### src/rtl/core/xva_pkg.sv
package xva_pkg;

	localparam logic [62:0] MAX63       = '1;
	localparam logic [32:0] ONE_Q32     = 33'h1_0000_0000;
	localparam logic [45:0] LN2_Q40     = 46'h00B1_7217_F7D2;
	localparam logic [63:0] EXP_LIMIT   = 64'h0000_00B1_7217_F7D2 * 64'd33;
	localparam logic [3:0]  TAYLOR_LAST = 4'd13;

	localparam logic [7:0] CFG_CP_HAZ  = 8'd0;
	localparam logic [7:0] CFG_OWN_HAZ = 8'd1;
	localparam logic [7:0] CFG_REC     = 8'd2;
	localparam logic [7:0] CFG_SPREAD  = 8'd3;

	localparam logic [1:0] ST_OK    = 2'd0;
	localparam logic [1:0] ST_ORDER = 2'd1;
	localparam logic [1:0] ST_SAT   = 2'd2;

	typedef enum logic [4:0] {
		OP_NOP, OP_LOAD, OP_ERR, OP_MUL_SET, OP_PP, OP_EXP_RANGE, OP_DIV_STEP,
		OP_EXP_INIT, OP_TAY_V, OP_TAY_FIX, OP_EXP_FIN, OP_RND16, OP_RND24,
		OP_RND32, OP_ADD, OP_COMMIT, OP_PUBLISH
	} dp_op_t;

	typedef enum logic [2:0] {
		MS_HAZ_T, MS_TERM_R, MS_RECIP, MS_LOSS_D, MS_TMP_DS, MS_TMP_EXP,
		MS_SPR_STEP, MS_TMP_D
	} mul_sel_t;

	typedef enum logic [1:0] {SUM_CVA, SUM_DVA, SUM_FVA} sum_sel_t;

	typedef enum logic [4:0] {
		S_IDLE, S_CHECK, S_ERR, S_EXP_MUL, S_PP, S_EXP_RANGE, S_EXP_DIV,
		S_EXP_INIT, S_TAY_MUL, S_TAY_V, S_TAY_RCP, S_TAY_FIX, S_EXP_FIN,
		S_CR_LD, S_CR_R1, S_CR_DS, S_CR_R2, S_CR_EX, S_CR_R3, S_CR_ADD,
		S_FV_ST, S_FV_R1, S_FV_D, S_FV_R2, S_FV_E, S_FV_R3, S_FV_ADD,
		S_COMMIT, S_PUBLISH
	} ctrl_state_t;

	typedef struct packed {
		dp_op_t   op;
		mul_sel_t msel;
		sum_sel_t tgt;
		logic     side;
		logic [1:0] pp;
		logic [3:0] k;
	} dp_cmd_t;

	typedef struct packed {
		logic order_bad;
		logic exp_big;
		logic out_busy;
	} dp_stat_t;

	// floor(2^35 / k) for the series divisors
	function automatic logic [34:0] recip(input logic [3:0] k);
		logic [34:0] m;
		case (k)
			4'd2:    m = 35'd17179869184;
			4'd3:    m = 35'd11453246122;
			4'd4:    m = 35'd8589934592;
			4'd5:    m = 35'd6871947673;
			4'd6:    m = 35'd5726623061;
			4'd7:    m = 35'd4908534052;
			4'd8:    m = 35'd4294967296;
			4'd9:    m = 35'd3817748707;
			4'd10:   m = 35'd3435973836;
			4'd11:   m = 35'd3123612578;
			4'd12:   m = 35'd2863311530;
			4'd13:   m = 35'd2643056797;
			default: m = '0;
		endcase
		return m;
	endfunction

endpackage

### src/rtl/core/xva_ctrl.sv
module xva_ctrl import xva_pkg::*; (
	input  logic     clk,
	input  logic     arst_n,
	input  logic     in_valid,
	output logic     in_ready,
	input  dp_stat_t stat,
	output dp_cmd_t  cmd
);

	ctrl_state_t state_q, state_d, ret_q, ret_d;
	logic       side_q, side_d;
	logic [1:0] pp_q, pp_d;
	logic [3:0] k_q, k_d;

	always_ff @(posedge clk or negedge arst_n) begin
		if (!arst_n) begin
			state_q <= S_IDLE;
			ret_q   <= S_IDLE;
			side_q  <= 1'b0;
			pp_q    <= '0;
			k_q     <= '0;
		end else begin
			state_q <= state_d;
			ret_q   <= ret_d;
			side_q  <= side_d;
			pp_q    <= pp_d;
			k_q     <= k_d;
		end
	end

	always_comb begin
		state_d = state_q;
		ret_d   = ret_q;
		side_d  = side_q;
		pp_d    = pp_q;
		k_d     = k_q;
		unique case (state_q)
			S_IDLE:      if (in_valid) state_d = S_CHECK;
			S_CHECK: begin
				side_d = 1'b0;
				state_d = stat.order_bad ? S_ERR : S_EXP_MUL;
			end
			S_ERR:       state_d = S_PUBLISH;
			S_EXP_MUL: begin
				pp_d = '0; ret_d = S_EXP_RANGE; state_d = S_PP;
			end
			S_PP: begin
				pp_d = pp_q + 2'd1;
				if (pp_q == 2'd3) state_d = ret_q;
			end
			S_EXP_RANGE: state_d = stat.exp_big ? S_EXP_FIN : S_EXP_DIV;
			S_EXP_DIV:   state_d = S_EXP_INIT;
			S_EXP_INIT: begin
				k_d = 4'd1; state_d = S_TAY_MUL;
			end
			S_TAY_MUL: begin
				pp_d = '0; ret_d = S_TAY_V; state_d = S_PP;
			end
			S_TAY_V: begin
				if (k_q == 4'd1) begin
					k_d = k_q + 4'd1; state_d = S_TAY_MUL;
				end else begin
					state_d = S_TAY_RCP;
				end
			end
			S_TAY_RCP: begin
				pp_d = '0; ret_d = S_TAY_FIX; state_d = S_PP;
			end
			S_TAY_FIX: begin
				if (k_q == TAYLOR_LAST) state_d = S_EXP_FIN;
				else begin
					k_d = k_q + 4'd1; state_d = S_TAY_MUL;
				end
			end
			S_EXP_FIN: begin
				if (!side_q) begin
					side_d = 1'b1; state_d = S_EXP_MUL;
				end else begin
					side_d = 1'b0; state_d = S_CR_LD;
				end
			end
			S_CR_LD: begin
				pp_d = '0; ret_d = S_CR_R1; state_d = S_PP;
			end
			S_CR_R1:     state_d = S_CR_DS;
			S_CR_DS: begin
				pp_d = '0; ret_d = S_CR_R2; state_d = S_PP;
			end
			S_CR_R2:     state_d = S_CR_EX;
			S_CR_EX: begin
				pp_d = '0; ret_d = S_CR_R3; state_d = S_PP;
			end
			S_CR_R3:     state_d = S_CR_ADD;
			S_CR_ADD: begin
				if (!side_q) begin
					side_d = 1'b1; state_d = S_CR_LD;
				end else begin
					side_d = 1'b0; state_d = S_FV_ST;
				end
			end
			S_FV_ST: begin
				pp_d = '0; ret_d = S_FV_R1; state_d = S_PP;
			end
			S_FV_R1:     state_d = S_FV_D;
			S_FV_D: begin
				pp_d = '0; ret_d = S_FV_R2; state_d = S_PP;
			end
			S_FV_R2:     state_d = S_FV_E;
			S_FV_E: begin
				pp_d = '0; ret_d = S_FV_R3; state_d = S_PP;
			end
			S_FV_R3:     state_d = S_FV_ADD;
			S_FV_ADD:    state_d = S_COMMIT;
			S_COMMIT:    state_d = S_PUBLISH;
			S_PUBLISH:   if (!stat.out_busy) state_d = S_IDLE;
			default:     state_d = S_IDLE;
		endcase
	end

	always_comb begin
		in_ready = 1'b0;
		cmd.op   = OP_NOP;
		cmd.msel = MS_HAZ_T;
		cmd.tgt  = SUM_CVA;
		cmd.side = side_q;
		cmd.pp   = pp_q;
		cmd.k    = k_q;
		unique case (state_q)
			S_IDLE: begin
				in_ready = 1'b1;
				if (in_valid) cmd.op = OP_LOAD;
			end
			S_ERR:       cmd.op = OP_ERR;
			S_EXP_MUL: begin
				cmd.op = OP_MUL_SET; cmd.msel = MS_HAZ_T;
			end
			S_PP:        cmd.op = OP_PP;
			S_EXP_RANGE: cmd.op = OP_EXP_RANGE;
			S_EXP_DIV:   cmd.op = OP_DIV_STEP;
			S_EXP_INIT:  cmd.op = OP_EXP_INIT;
			S_TAY_MUL: begin
				cmd.op = OP_MUL_SET; cmd.msel = MS_TERM_R;
			end
			S_TAY_V:     cmd.op = OP_TAY_V;
			S_TAY_RCP: begin
				cmd.op = OP_MUL_SET; cmd.msel = MS_RECIP;
			end
			S_TAY_FIX:   cmd.op = OP_TAY_FIX;
			S_EXP_FIN:   cmd.op = OP_EXP_FIN;
			S_CR_LD: begin
				cmd.op = OP_MUL_SET; cmd.msel = MS_LOSS_D;
			end
			S_CR_R1:     cmd.op = OP_RND16;
			S_CR_DS: begin
				cmd.op = OP_MUL_SET; cmd.msel = MS_TMP_DS;
			end
			S_CR_R2:     cmd.op = OP_RND32;
			S_CR_EX: begin
				cmd.op = OP_MUL_SET; cmd.msel = MS_TMP_EXP;
			end
			S_CR_R3:     cmd.op = OP_RND32;
			S_CR_ADD: begin
				cmd.op = OP_ADD; cmd.tgt = side_q ? SUM_DVA : SUM_CVA;
			end
			S_FV_ST: begin
				cmd.op = OP_MUL_SET; cmd.msel = MS_SPR_STEP;
			end
			S_FV_R1:     cmd.op = OP_RND24;
			S_FV_D: begin
				cmd.op = OP_MUL_SET; cmd.msel = MS_TMP_D;
			end
			S_FV_R2:     cmd.op = OP_RND32;
			S_FV_E: begin
				cmd.op = OP_MUL_SET; cmd.msel = MS_TMP_EXP;
			end
			S_FV_R3:     cmd.op = OP_RND16;
			S_FV_ADD: begin
				cmd.op = OP_ADD; cmd.tgt = SUM_FVA;
			end
			S_COMMIT:    cmd.op = OP_COMMIT;
			S_PUBLISH:   if (!stat.out_busy) cmd.op = OP_PUBLISH;
			default:     cmd.op = OP_NOP;
		endcase
	end

endmodule

### config.mk
export PLATFORM = sky130hd
export DESIGN_NAME = xva_ctrl
export DESIGN_NICKNAME = d
export VERILOG_FILES = /design/src/rtl/core/xva_pkg.sv /design/src/rtl/core/xva_ctrl.sv
export SDC_FILE = /design/constraint.sdc
export NUM_CORES = 1
export LEC_CHECK = 0
export BUFFER_PORTS_ARGS = -buffer_cell sky130_fd_sc_hd__buf_2
export CAP_MARGIN = 0
export CORE_MARGIN = 4
export CORE_UTILIZATION = 40
export CTS_BUF_LIST = sky130_fd_sc_hd__clkbuf_8
export DETAILED_ROUTE_END_ITERATION = 6
export GPL_TIMING_DRIVEN = 1
export HOLD_SLACK_MARGIN = 0.08
export PLACE_DENSITY_LB_ADDON = 0.12
export SYNTH_ARGS = -nofsm -noshare
export SYNTH_HDL_FRONTEND = slang
export SYNTH_SLANG_ARGS = --single-unit
### constraint.sdc
create_clock -name clk -period 2 [get_ports clk]
set_input_delay 0.1 -clock clk [delete_from_list [all_inputs] [get_ports clk]]
set_output_delay 0.1 -clock clk [all_outputs]
set_load 0.01 [all_outputs]
==> results by group <==
Synth
  • Post-synthesis mux area share: roughly 5.3%
  • Synth cell count leaders: nand2_1, nor2_1, a21oi_1
  • Post-synthesis compound-gate area fraction: 33.0%
  • Top cell type's share of synthesized area: about a quarter
  • Yosys cell types: 60
  • Most frequent cell after synthesis: nand2_1
  • Number of synthesized register bits: 17
  • Top cells by area, synth: dfrtp_1, nand2_1, a21oi_1
  • Main synth FF type: dfrtp_1
  • Synth warn: 0
  • Ys async rst share: 100%
  • Synth Area in Simple Gates: 24.1%
  • Number of synthesized flops with an enable pin: 0
  • Largest family of logic cells by synthesized area: compound AO/OA/AOI/OAI gates
  • Leading area contributor after synthesis: dfrtp_1
  • Syn Nets: 240
  • Syn_area_per_cell: a little under 8 sq um
  • Register area share after synthesis: 23.7%
  • Xor and xnor area share after synthesis: less than 1%
  • Netlist Area Pre-Place: ~1800 sq um
  • Adder-cell area share of the yosys netlist: 2.09%
  • Mapped Cells: about 230

Run status
  • Run status: completed

Place
  • I/O Buffers: 23
  • Post-DP HPWL: around 4000 um
  • Gpl congestion: 0.932

Cells and area
  • Layout cells sized above 1: 27.6%
  • Final Core Density: 47.8%
  • Antenna cells: 0
  • Area grow syn2layout: 15.9%
  • Final nets: 271

Routing
  • DR vias: approximately 1,800
  • Drt drc: 0
  • DR iter-0 viols: 178
  • DR pass1 iterations: 4
  • Post-DRT Antenna Nets: 0
  • Drt total wl: 5500 um
  • Routed WL per cell: 17.6 um
  • DR vias/cell: 5.88

Setup path
  • CP endpoint kind: primary output
  • WS Path Type: flip-flop to primary output
  • R2R Setup Slk: 140 ps
  • CP required: 1900 ps
  • Crit path arrival time: 1820 ps
  • Critical path origin: state_q[3]
  • Worst Setup Start Kind: flip-flop
  • Worst reg2reg startpoint: k_q[0]
  • Worst-path maximum fanout: 13

Clock tree
  • H-tree depth: 1
  • CTS tree: done
  • CTS max path bufs: 2
  • Num CTS Buffers: 3
  • Clk sink count: 17
  • Clock network latency to the later pin of the worst-skew pair: approximately 270 ps
  • Clock root cell: clkbuf_8
  • Clock transition at path regs: roughly 80 ps

GRT
  • First-pass GRT wire length: 8860 um
  • GRT Overall Usage: between 20% and 30%
  • Total gr overflow: 0
  • Pin count of the biggest net entering global routing: 38
  • Initial antenna violation count: 0
  • Vias in the first global route: approximately 1,600

Timing
  • Slew of the pin with the lowest slew margin: 443 ps
  • Max Freq: 520 MHz
  • Slew Viols, Final: 0
  • Final count of negative-setup-slack endpoints: 0
  • Minimum clock period: roughly 1900 ps
  • RSZ-0062 raised after global routing: false
  • Slew Limit Headroom: 70.4%
  • Fin Hold WS: 161 ps
  • Final TNS setup: 0 ps
  • Post-Route Skew: around 1.2 ps
  • Final hold vios: 0
  • Fin crit share: a little over nine tenths

Floorplan
  • Ports: 24
  • CORE AREA: approximately 4400 sq um
  • Starting density of the core: 41.2%
  • # rows: 24
  • Die Y: between 70 and 80 um
  • Width of the chip: 75.0 um
  • Die Area: 5620 sq um

Power and ir drop
  • Tot Pwr: 3.11 mW
  • Lkg Pwr: 0.917 nW
  • Pwr/cell area: 1490 nW/um^2
  • VDD IR-drop max: 0.000699 V

Flow run
  • Max-cap viol count: 0

Worst hold path
  • Hold crit path type: input pin to flip-flop
  • HP Start: stat[0]
==> power breakdown <==
group | internal [mW] | switching, mW
Clock | 0.141 | 0.159
Combinational | 0.933 | 1.23
Sequential | 0.463 | 0.178
Total | 1.54 | 1.57
==> stage by stage <==
stage | setup slack (ps) | std cells | instance area, sq um
global route | 2.19 | 313 | 2080
CTS | 4.87 | 311 | 2050
global placement | 137 | 306 | 1990
floorplan | 179 | 231 | 1790
detailed placement | 132 | 306 | 1990
finish | 76.8 | 313 | 2080
==> sequential cells by signal (all words and copies together) (netlist names) <==
register / cells
pp_q: 2
state_q: 5
k_q: 4
side_q: 1
ret_q: 5
==> cell families after synthesis <==
group,Yosys count
compound gates,85
xor+xnor,2
buf+inv,31
simple gates,85
mux,8
flops,17
fa+ha+maj,3
==> worst max-delay path: stages, from the launching register on <==
cell and delay [ps]:
dfrtp_2 500, buf_4 220, nand2b_2 240, a32oi_1 210
nor2_1 70, a221oi_2 160, buf_2 160
==> final timing paths <==
kind,end,depth (start not counted)
worst min-delay path,state_q[3],3
worst max-delay path,cmd[12],6
worst max register to register,k_q[1],6
max in group asynchronous,state_q[4],2
worst min register to register,ret_q[4],2
min in group asynchronous,pp_q[1],2
==> metal layers <==
layer | share of wire [%] | track usage, %
met4 | 1.9 | 6.92
met1 | 48 | 30.9
met3 | 4.5 | 2.94
met2 | 46 | 30.8
met5 | 0 | 0
==> cell usage in the layout, fill, tap and decap left out, types with 3 or more instances in the layout <==
cell	n
dfrtp_2	4
buf_2	23
nand2_1	27
nand4_1	3
inv_2	4
nand3_1	4
o21ai_0	16
inv_1	5
a22oi_1	3
nor3_1	6
nor2_1	21
nor4_1	3
a21o_1	4
a21oi_1	20
o21ai_1	6
o32ai_1	3
o31ai_1	4
dfrtp_1	13
buf_4	22
clkbuf_8	3
ha_1	3
mux2i_1	5
nand2b_1	3
nor2b_1	4
==> final cells by class <==
cell class                 count  area (sq um)
sequential                    17           430
clock buffer                   3          41.3
timing repair buffer          48           315
inverter                       9          33.8
fill                         449          2270
multi-input combinational    183          1190
clock inverter                 1          7.51
tap                           52          65.1
==> timing repair <==
action / CTS / global route
setup endpoints to repair: 1 / 7
hold endpoints to repair: 17 / 0
hold buffers: 1 / 0
buffers inserted: 0 / 2
gates resized for setup: 2 / 5
(Power assumes the default switching activity.)
